--- src/hw/rtl/dfr_pkg.sv ---
// Shared constants and types for the XOR-checked frame deframer.
package dfr_pkg;

    localparam logic [7:0] SYNC_BYTE          = 8'hA6;
    localparam int         BODY_LENGTH        = 8;
    localparam int         BODY_IDX_W         = $clog2(BODY_LENGTH);
    localparam int         COUNT_W            = 4;
    localparam int         HEADER_LENGTH_DEF  = 3;

    typedef struct packed {
        logic [3:0]  dst_dev;
        logic [3:0]  src_dev;
        logic [7:0]  seq;
        logic [7:0]  cmd;
        logic [7:0]  desk_id;
        logic [7:0]  card_id;
        logic [23:0] reserved_bytes;
    } dfr_result_t;

endpackage

--- src/hw/rtl/dfr_in_stage.sv ---
// Input register: holds one received byte until the parser takes it.
module dfr_in_stage
    import dfr_pkg::*;
(
    input  logic       clk,
    input  logic       rst_n,
    input  logic       in_valid,
    output logic       in_ready,
    input  logic [7:0] byte_in,
    input  logic       advance,
    output logic       stage_valid,
    output logic [7:0] stage_byte
);

    logic       valid_reg;
    logic       valid_next;
    logic [7:0] byte_reg;

    assign in_ready    = !valid_reg || advance;
    assign valid_next  = in_ready ? in_valid : valid_reg;
    assign stage_valid = valid_reg;
    assign stage_byte  = byte_reg;

    always_ff @(posedge clk or negedge rst_n)
    begin
        if (!rst_n)
        begin
            valid_reg <= 1'b0;
        end
        else
        begin
            valid_reg <= valid_next;
        end
    end

    always_ff @(posedge clk)
    begin
        if (in_valid && in_ready)
        begin
            byte_reg <= byte_in;
        end
    end

endmodule

--- src/hw/rtl/dfr_parser.sv ---
// Frame parser: sync hunt, body capture, running XOR and check compare.
module dfr_parser
    import dfr_pkg::*;
#(
    parameter int HEADER_LENGTH = HEADER_LENGTH_DEF
)
(
    input  logic        clk,
    input  logic        rst_n,
    input  logic        step,
    input  logic [7:0]  data,
    output logic        emit,
    output dfr_result_t result
);

    typedef enum logic [1:0] {
        PH_HUNT  = 2'd0,
        PH_BODY  = 2'd1,
        PH_CHECK = 2'd2
    } phase_t;

    localparam logic [COUNT_W-1:0] HDR_LEN  = COUNT_W'(HEADER_LENGTH);
    localparam logic [COUNT_W-1:0] BODY_LEN = COUNT_W'(BODY_LENGTH);

    phase_t               phase_reg, phase_next;
    logic [COUNT_W-1:0]   byte_count_reg, byte_count_next;
    logic [COUNT_W-1:0]   count_inc;
    logic [7:0]           xor_reg, xor_next;
    logic [7:0]           body_reg [BODY_LENGTH];
    logic                 store_we;
    logic [BODY_IDX_W-1:0] store_idx;

    assign count_inc = byte_count_reg + COUNT_W'(1);
    assign store_idx = byte_count_reg[BODY_IDX_W-1:0];

    always_comb
    begin
        phase_next      = phase_reg;
        byte_count_next = byte_count_reg;
        xor_next        = xor_reg;
        store_we        = 1'b0;
        case (phase_reg)
            PH_HUNT:
            begin
                if (step)
                begin
                    if (data == SYNC_BYTE)
                    begin
                        xor_next = xor_reg ^ data;
                        if (count_inc >= HDR_LEN)
                        begin
                            phase_next      = PH_BODY;
                            byte_count_next = '0;
                        end
                        else
                        begin
                            byte_count_next = count_inc;
                        end
                    end
                    else
                    begin
                        byte_count_next = '0;
                        xor_next        = '0;
                    end
                end
            end
            PH_BODY:
            begin
                if (step)
                begin
                    store_we        = 1'b1;
                    xor_next        = xor_reg ^ data;
                    byte_count_next = count_inc;
                    if (count_inc >= BODY_LEN)
                    begin
                        phase_next = PH_CHECK;
                    end
                end
            end
            PH_CHECK:
            begin
                // pass or fail, the frame ends here
                if (step)
                begin
                    phase_next      = PH_HUNT;
                    byte_count_next = '0;
                    xor_next        = '0;
                end
            end
            default:
            begin
                if (step)
                begin
                    phase_next      = PH_HUNT;
                    byte_count_next = '0;
                    xor_next        = '0;
                end
            end
        endcase
    end

    assign emit = (phase_reg == PH_CHECK) && (data == xor_reg);

    assign result.dst_dev        = body_reg[0][3:0];
    assign result.src_dev        = body_reg[0][7:4];
    assign result.seq            = body_reg[1];
    assign result.cmd            = body_reg[2];
    assign result.desk_id        = body_reg[3];
    assign result.card_id        = body_reg[4];
    assign result.reserved_bytes = {body_reg[7], body_reg[6], body_reg[5]};

    always_ff @(posedge clk or negedge rst_n)
    begin
        if (!rst_n)
        begin
            phase_reg      <= PH_HUNT;
            byte_count_reg <= '0;
            xor_reg        <= '0;
        end
        else
        begin
            phase_reg      <= phase_next;
            byte_count_reg <= byte_count_next;
            xor_reg        <= xor_next;
        end
    end

    always_ff @(posedge clk)
    begin
        if (store_we)
        begin
            body_reg[store_idx] <= data;
        end
    end

    a_check_restarts: assert property (@(posedge clk) disable iff (!rst_n)
        (step && phase_reg == PH_CHECK) |=> (phase_reg == PH_HUNT && xor_reg == 8'd0
                                             && byte_count_reg == '0))
        else $error("parser did not restart after check byte");

    a_hunt_count: assert property (@(posedge clk) disable iff (!rst_n)
        (phase_reg == PH_HUNT) |-> (byte_count_reg < HDR_LEN))
        else $error("sync count reached header length while hunting");

    a_body_count: assert property (@(posedge clk) disable iff (!rst_n)
        (phase_reg == PH_BODY) |-> (byte_count_reg < BODY_LEN))
        else $error("body count out of range");

    a_no_step_hold: assert property (@(posedge clk) disable iff (!rst_n)
        !step |=> ($stable(phase_reg) && $stable(xor_reg) && $stable(byte_count_reg)))
        else $error("parser state moved without a byte");

endmodule

--- src/hw/rtl/dfr_out_stage.sv ---
// Result register: holds one decoded frame until the receiver takes it.
module dfr_out_stage
    import dfr_pkg::*;
(
    input  logic        clk,
    input  logic        rst_n,
    input  logic        load,
    input  dfr_result_t result,
    output logic        can_load,
    output logic        out_valid,
    input  logic        out_ready,
    output dfr_result_t held
);

    logic        valid_reg;
    logic        valid_next;
    dfr_result_t result_reg;

    assign can_load   = !valid_reg || out_ready;
    assign valid_next = load || (valid_reg && !out_ready);
    assign out_valid  = valid_reg;
    assign held       = result_reg;

    always_ff @(posedge clk or negedge rst_n)
    begin
        if (!rst_n)
        begin
            valid_reg <= 1'b0;
        end
        else
        begin
            valid_reg <= valid_next;
        end
    end

    always_ff @(posedge clk)
    begin
        if (load)
        begin
            result_reg <= result;
        end
    end

endmodule

--- src/hw/rtl/xor_checked_frame_deframer_top.sv ---
// Top level of the XOR-checked frame deframer.
//
// Input channel (in_valid/in_ready, byte_in): one received byte per item.
// A frame is HEADER_LENGTH sync bytes of 0xA6, eight body bytes and one
// check byte equal to the XOR of all sync and body bytes. A non-sync byte
// while hunting restarts the hunt.
// Output channel (out_valid/out_ready): one item per frame whose check byte
// matches, carrying the decoded body fields; failed frames give nothing.
// Path: a check byte is registered in the input register, then parser
// logic compares it and loads the result register, which offers the
// result to the receiver.
// Throughput: one byte per cycle unless stalled, one parser step per byte.
// When the receiver stalls, bytes that give no result keep flowing; only a
// passing check byte waits in the input register until the result register
// frees, and meanwhile in_ready stays low behind it.
// Reset: parser returns to hunting with count and XOR cleared, both
// registers empty.
module xor_checked_frame_deframer_top
    import dfr_pkg::*;
#(
    parameter int HEADER_LENGTH = HEADER_LENGTH_DEF
)
(
    input  logic        clk,
    input  logic        rst_n,
    input  logic        in_valid,
    output logic        in_ready,
    input  logic [7:0]  byte_in,
    output logic        out_valid,
    input  logic        out_ready,
    output logic [3:0]  dst_dev,
    output logic [3:0]  src_dev,
    output logic [7:0]  seq,
    output logic [7:0]  cmd,
    output logic [7:0]  desk_id,
    output logic [7:0]  card_id,
    output logic [23:0] reserved_bytes
);

    logic        stage_valid;
    logic [7:0]  stage_byte;
    logic        advance;
    logic        emit;
    logic        can_load;
    logic        load;
    dfr_result_t parsed;
    dfr_result_t held;

    assign advance = stage_valid && (!emit || can_load);
    assign load    = advance && emit;

    dfr_in_stage u_in_stage (
        .clk         (clk),
        .rst_n       (rst_n),
        .in_valid    (in_valid),
        .in_ready    (in_ready),
        .byte_in     (byte_in),
        .advance     (advance),
        .stage_valid (stage_valid),
        .stage_byte  (stage_byte)
    );

    dfr_parser #(
        .HEADER_LENGTH (HEADER_LENGTH)
    ) u_parser (
        .clk    (clk),
        .rst_n  (rst_n),
        .step   (advance),
        .data   (stage_byte),
        .emit   (emit),
        .result (parsed)
    );

    dfr_out_stage u_out_stage (
        .clk       (clk),
        .rst_n     (rst_n),
        .load      (load),
        .result    (parsed),
        .can_load  (can_load),
        .out_valid (out_valid),
        .out_ready (out_ready),
        .held      (held)
    );

    assign dst_dev        = held.dst_dev;
    assign src_dev        = held.src_dev;
    assign seq            = held.seq;
    assign cmd            = held.cmd;
    assign desk_id        = held.desk_id;
    assign card_id        = held.card_id;
    assign reserved_bytes = held.reserved_bytes;

    a_no_overwrite: assert property (@(posedge clk) disable iff (!rst_n)
        load |-> (!out_valid || out_ready))
        else $error("result register overwritten while stalled");

    a_stage_hold: assert property (@(posedge clk) disable iff (!rst_n)
        (stage_valid && !advance) |=> (stage_valid && $stable(stage_byte)))
        else $error("stalled input byte lost");

endmodule
--- config.mk ---
export PLATFORM = sky130hd
export DESIGN_NAME = xor_checked_frame_deframer_top
export DESIGN_NICKNAME = d
export VERILOG_FILES = /design/src/hw/rtl/dfr_pkg.sv /design/src/hw/rtl/dfr_in_stage.sv /design/src/hw/rtl/dfr_parser.sv /design/src/hw/rtl/dfr_out_stage.sv /design/src/hw/rtl/xor_checked_frame_deframer_top.sv
export SDC_FILE = /design/constraint.sdc
export NUM_CORES = 1
export LEC_CHECK = 0
export ABC_AREA = 1
export BUFFER_PORTS_ARGS = -buffer_cell sky130_fd_sc_hd__clkbuf_2
export CAP_MARGIN = 20
export CORE_MARGIN = 2
export CORE_UTILIZATION = 40
export DETAILED_ROUTE_END_ITERATION = 7
export PLACE_DENSITY_LB_ADDON = 0.05
export SYNTH_ARGS = -nofsm -noshare
export SYNTH_HDL_FRONTEND = slang
export SYNTH_HIERARCHICAL = 1
export SYNTH_SLANG_ARGS = --single-unit
--- constraint.sdc ---
create_clock -name clk -period 2.6 [get_ports clk]
set_input_delay 0.13 -clock clk [delete_from_list [all_inputs] [get_ports clk]]
set_output_delay 0.13 -clock clk [all_outputs]
set_load 0.01 [all_outputs]
Word-level counts from Yosys, hierarchy flattened. Memories as Yosys holds them, arrays and structs flattened. A register that Yosys moved wholly into a read port is not among the register bits. Cells that the tools add are included.

Flip-flop bits (word level): 24. RAM bits: 64. Input bits: 12. Output and inout port bits: 66. Memories: 1.

Add/subtract/negate cells: 1. $lt $le $gt $ge: 2. Equality and inequality tests: 7. Muxes and demuxes: 22. Bitwise operators: 1. Reductions and logical operators: 15.

Memory list: u_parser.body_reg (words 8, width 8, read ports 8, clocked after memory_dff 8, write ports 1, line dfr_parser.sv:29) `logic [7:0] body_reg [BODY_LENGTH];`.

Operators by type and width (number): $mux 8 (4); $mux 4 (5); $pmux 8 s2 (1); $mux 2 (6); $eq 8x8->1 (1); $eq 8x8->1 const B (1); $pmux 4 s2 (1); $xor 8x8->8 (1); $ne 2x1->1 const B (3); $logic_and 1x1->1 (5); $add 4x1->4 const B (1); $ge 4x2->1 const B (1); $ge 4x4->1 const B (1); $logic_not 1->1 (4); $logic_or 1x1->1 (4); $mux 1 (4); $pmux 2 s2 (1); $reduce_and 4->1 (1); $eq 2x1->1 const B (1); $eq 2x2->1 const B (1); $logic_not 2->1 (1).

Depth between registers and ports, before layout.
Word-level depth: 9. Mapped depth: 12. Gate-level depth less buffers: 12.

Hierarchy. Netlist, hierarchy kept.

Modules (own cells, without submodules): dfr_parser (times used 1, cells an instance 186, area each 2832.7 µm²); dfr_out_stage (times used 1, cells an instance 69, area each 1966.9 µm²); dfr_in_stage (times used 1, cells an instance 14, area each 285.3 µm²); xor_checked_frame_deframer_top (times used 1, cells an instance 5, area each 25.0 µm²).

Least setup slack after synthesis. Ideal clock, no wire load.

Path type: reg2reg. Start point: reg u_in_stage.byte_reg[1] (netlist: u_in_stage/stage_byte[1]). End point: reg, netlist name u_out_stage/held[0]. Arrival time: 2.337 ns. Setup slack: -0.156 ns. Stages on the path, launching flop included: 7. Buffers on the path: 0. Clock period less this slack: 2.756 ns. Path through: edfxtp_1 xor2_1 nor2_1 nand3_1 nor2_1 nand3_1 inv_1.

Longest elaborated chain between the ends: 6.

RTL lines: from (decl) (line dfr_in_stage.sv:17) `logic [7:0] byte_reg;`; from (signal assigned) (line dfr_in_stage.sv:40) `byte_reg <= byte_in;`; $eq 8x8->1 (*) (line dfr_parser.sv:102) `assign emit = (phase_reg == PH_CHECK) && (data == xor_reg);`; $logic_and 1x1->1 (*) (line dfr_parser.sv:102); via emit (line xor_checked_frame_deframer_top.sv:43) `logic emit;`; $logic_not 1->1 (line xor_checked_frame_deframer_top.sv:49) `assign advance = stage_valid && (!emit || can_load);`; $logic_or 1x1->1 (line xor_checked_frame_deframer_top.sv:49); $logic_and 1x1->1 (line xor_checked_frame_deframer_top.sv:49); $logic_and 1x1->1 (*) (line xor_checked_frame_deframer_top.sv:50) `assign load = advance && emit;`; via load (line xor_checked_frame_deframer_top.sv:45) `logic load;`.

The timed path passes the listed nets; every way through them passes the cells marked *. A chain may end at the register's enable or synchronous reset.

Worst setup path after layout.
Start point: reg u_in_stage.byte_reg[7] (netlist: u_in_stage/stage_byte[7]). End point: mem u_parser.body_reg[6][0], enable pin.

Longest elaborated chain between the ends: 9.

RTL lines: $eq 8x8->1 (line dfr_parser.sv:102); $logic_and 1x1->1 (line dfr_parser.sv:102); via emit (line xor_checked_frame_deframer_top.sv:43); $logic_not 1->1 (line xor_checked_frame_deframer_top.sv:49); $logic_or 1x1->1 (line xor_checked_frame_deframer_top.sv:49); $logic_and 1x1->1 (line xor_checked_frame_deframer_top.sv:49); via advance (line xor_checked_frame_deframer_top.sv:42) `logic advance;`; $mux 1 (line dfr_parser.sv:69) `if (step)`; $mux 1 (line dfr_parser.sv:42) `case (phase_reg)`; $mux 1 (line dfr_parser.sv:130) `if (store_we)`; $mux 1 (not written as such) (line dfr_parser.sv:132) `body_reg[store_idx] <= data;`; to (decl) (line dfr_parser.sv:29).

The timed path passes the listed nets, and every way through them passes these cells.

==> summary.md <==
| Metric | Value |
|---|---|
| Final hold vios | `0` |
| Vias in the first global route | `between 2,000 and 3,000` |
| Pre-CTS setup slack | `0.360 ns` |
| Die height | `roughly 120 um` |
| Post-Synthesis Cell Area | `~5000 um^2` |
| P&R area growth vs syn | `28.9%` |
| Io pins | `78` |
| Top cell type's share of synthesized area | `around 80%` |
| Clk buf depth | `2` |
| Slowest cell on the critical path | `nor3_2` |
| Cell Count, Final, Fillers Out | `approximately 580` |
| Wire per inst | `about 16 um` |
| Post-route clock period utilization | `84.8%` |
| Post-DP HPWL | `between 5000 and 6000 um` |
| Synth Flop Type | `edfxtp_1` |
| Minimum clock period | `2.20 ns` |
| Pin count of the biggest net entering global routing | `28` |
| Number of flops mapped to enable cells by yosys | `136` |
| Hold Path Class | `in2async` |
| Tot GR Track Use | `between 10% and 20%` |
| Crit path DAT | `2.25 ns` |
| Antenna cell count | `0` |
| Worst VDD drop | `between 0.0003 and 0.0004 V` |
| Die Wd | `117 um` |
| Final GP Congestion | `0.779` |
| Layout cell share with drive strength beyond 1 | `between 30% and 40%` |
| Top cell type by total area after synthesis | `edfxtp_1` |
| CP Max Fanout | `8` |
| # port buffers | `slightly below 80` |
| Global-route wire length before repair | `approximately 14,000 um` |
| Max Clk Rate | `454 MHz` |
| Post-Syn Nets | `around 290` |
| Initial Util | `40.7%` |
| Root buf cell | `clkbuf_16` |
| Initial detailed-routing violation count | `147` |
| Synth Register Bits | `approximately 150` |
| Clock transition at path regs | `0.06 ns` |
| Final WS setup | `a little under 0.4 ns` |
| Netlist cell types | `24` |
| Crit path capture type | `flip-flop` |
| Post-route DRC | `0` |
| Gr ovfl total | `0` |
| Worst stage delay on the critical path | `roughly 0.46 ns` |
| Antenna viol nets, final | `0` |
| H-tree levels | `4` |
| R2R Path End | `u_parser/body_reg[6][0]` |
| RSZ-0062 raised after global routing | `no` |
| Worst r2r src | `u_in_stage/stage_byte[7]` |
| Final TNS setup | `0 ns` |
| Post-CTS setup buffer count | `0` |
| Initial antenna violation count | `0` |
| Max-Cap Viols | `0` |
| Worst EP required | `about 2.6 ns` |
| Synth area leaders | `edfxtp_1 80%, dfrtp_1 7.8%, nand2_1 2.8%` |
| Sequential fraction of the synthesis area | `87.8%` |
| Fill cells | `~1,100` |
| Slew headroom | `60.4%` |
| Nets | `412` |
| Ys async rst share | `a little over a tenth` |
| Skew-Pair Late Insertion Delay | `~0.41 ns` |
| Die area | `roughly 14,000 um^2` |
| Transition time of the tightest slew-check pin | `about 0.59 ns` |
| First-pass iteration count of the detailed router | `7` |
| PD cells | `~800 nW/um^2` |
| Setup Skew | `0.00476 ns` |
| Post-DR vias/cell | `between 4 and 5` |
| Routed vias | `2,550` |
| R2r setup slk | `0.40 ns` |
| Core box area | `~13,000 um^2` |
| CTS tree | `yes` |
| Hold slack | `~0.18 ns` |
| CP Class | `reg2reg` |
| Number of cell rows | `41` |
| CTS Buf Count | `17` |
| Leak pwr | `2.54 nW` |
| Crit path cell chain | `xor2_1, nor2_1, nand3_1, nor2_1, a21oi_2, nand2_2, inv_2, nand2_2, nor3_2` |
| Final setup viols | `0` |
| Mapped Cells | `between 200 and 300` |
| Yosys warns | `6` |
| Dpl cells | `540` |
| Clock sinks | `about 150` |
| Post-Route WL | `a little over 9000 um` |
| Status | `complete, no violations` |
| FF-to-FF path depth | `9` |
| Critical Path Source Type | `flip-flop` |
| Final max-slew violation count | `0` |
| Syn_area_per_cell | `18.6 um^2` |
==> routing by layer <==
layer | GRT usage [%] | vias to the layer above | wire length, um
met1 | 17.7 | 1218 | 3770
li1 | - | 1234 | -
met2 | 24.5 | 80 | 4720
met3 | 4.74 | 18 | 545
met4 | 7.53 | 0 | 218
met5 | 0 | - | 0
==> stage by stage <==
step	power (mW)	instance area [um^2]	util, %
2_1_floorplan	2.75	5110	-
3_3_place_gp	2.81	5870	46.7
3_5_place_dp	2.81	5870	46.7
4_1_cts	5.31	6590	52.4
5_1_grt	5.43	6590	52.4
6_report	5.26	6590	52.4
==> worst max-delay path by stage <==
| stage | slack (ns) | to | cells after the start | startpoint |
|---|---|---|---|---|
| 2_1_floorplan | 0.30 | u_out_stage/held[0] | 6 | u_in_stage/stage_byte[1] |
| 5_1_grt | 0.08 | u_parser/body_reg[6][4] | 9 | u_in_stage/stage_byte[7] |
| 4_1_cts | 0.35 | u_parser/body_reg[6][3] | 9 | u_in_stage/stage_byte[7] |
| 3_3_place_gp | 0.46 | u_parser/body_reg[6][4] | 9 | u_in_stage/stage_byte[5] |
| 3_5_place_dp | 0.36 | u_parser/body_reg[6][4] | 9 | u_in_stage/stage_byte[7] |
| 6_report | 0.40 | u_parser/body_reg[6][0] | 9 | u_in_stage/stage_byte[7] |
==> cells in the mapped netlist, drive strengths merged, types with 2 or more instances <==
cell / count
a21oi: 3
a22o: 3
dfrtp: 16
edfxtp: 136
ha: 2
inv: 20
nand2: 45
nand3: 11
nor2: 19
nor3: 4
o21ai: 3
xnor2: 3
xor2: 5
==> layout by cell type, fill, tap and decap left out, drive strengths merged <==
| cell | instances |
|---|---|
| edfxtp | 136 |
| clkbuf | 94 |
| nand2 | 45 |
| inv | 20 |
| nor2 | 19 |
| buf | 18 |
| dfrtp | 16 |
| nand3 | 11 |
| dlygate4sd3 | 11 |
| clkinv | 8 |
| xor2 | 5 |
| clkinvlp | 4 |
| bufinv | 4 |
| nor3 | 4 |
| xnor2 | 3 |
| a22o | 3 |
| a21oi | 3 |
| o21ai | 3 |
| ha | 2 |
| nand4 | 1 |
| o21bai | 1 |
==> power breakdown <==
group	leakage, nW	switching (mW)	internal [mW]
Combinational	0.808	0.0714	0.0381
Sequential	1.45	0.00692	2.66
Clock	0.289	0.904	1.59
Total	2.54	0.982	4.28
==> repair_timing <==
item,CTS,global route
resized for setup,0,0
hold buffers,11,0
hold endpoints to repair,26,0
==> area by class of cell <==
cell class,instances,area [um^2],share of cell area (%)
timing repair buffer,106,656,9.95
inverter,21,95.1,1.44
multi-input combinational,100,531,8.05
clock inverter,15,181,2.75
sequential,152,4480,68.1
clock buffer,17,425,6.46
tap,172,215,3.27
==> worst max-delay path: cells and delay by family (launching register included) <==
family | cells | cell delay, ns
AND/OR/NAND/NOR | 6 | 0.86
flip-flops | 1 | 0.40
AO/OA/AOI/OAI | 1 | 0.26
XOR/XNOR | 1 | 0.22
buffers and inverters | 1 | 0.09
==> kinds of logic (layout without fill, tap and decap cells) <==
kind of cell | after synthesis | after routing | share of synthesized area, %
XOR/XNOR | 8 | 8 | 1.37
buffers and inverters | 22 | 159 | 1.86
flip-flops | 152 | 152 | 87.8
AO/OA/AOI/OAI | 10 | 10 | 1.40
AND/OR/NAND/NOR | 80 | 80 | 7.13
adder cells (fa/ha/maj) | 2 | 2 | 0.490
Power figures use the tool's default switching activity.
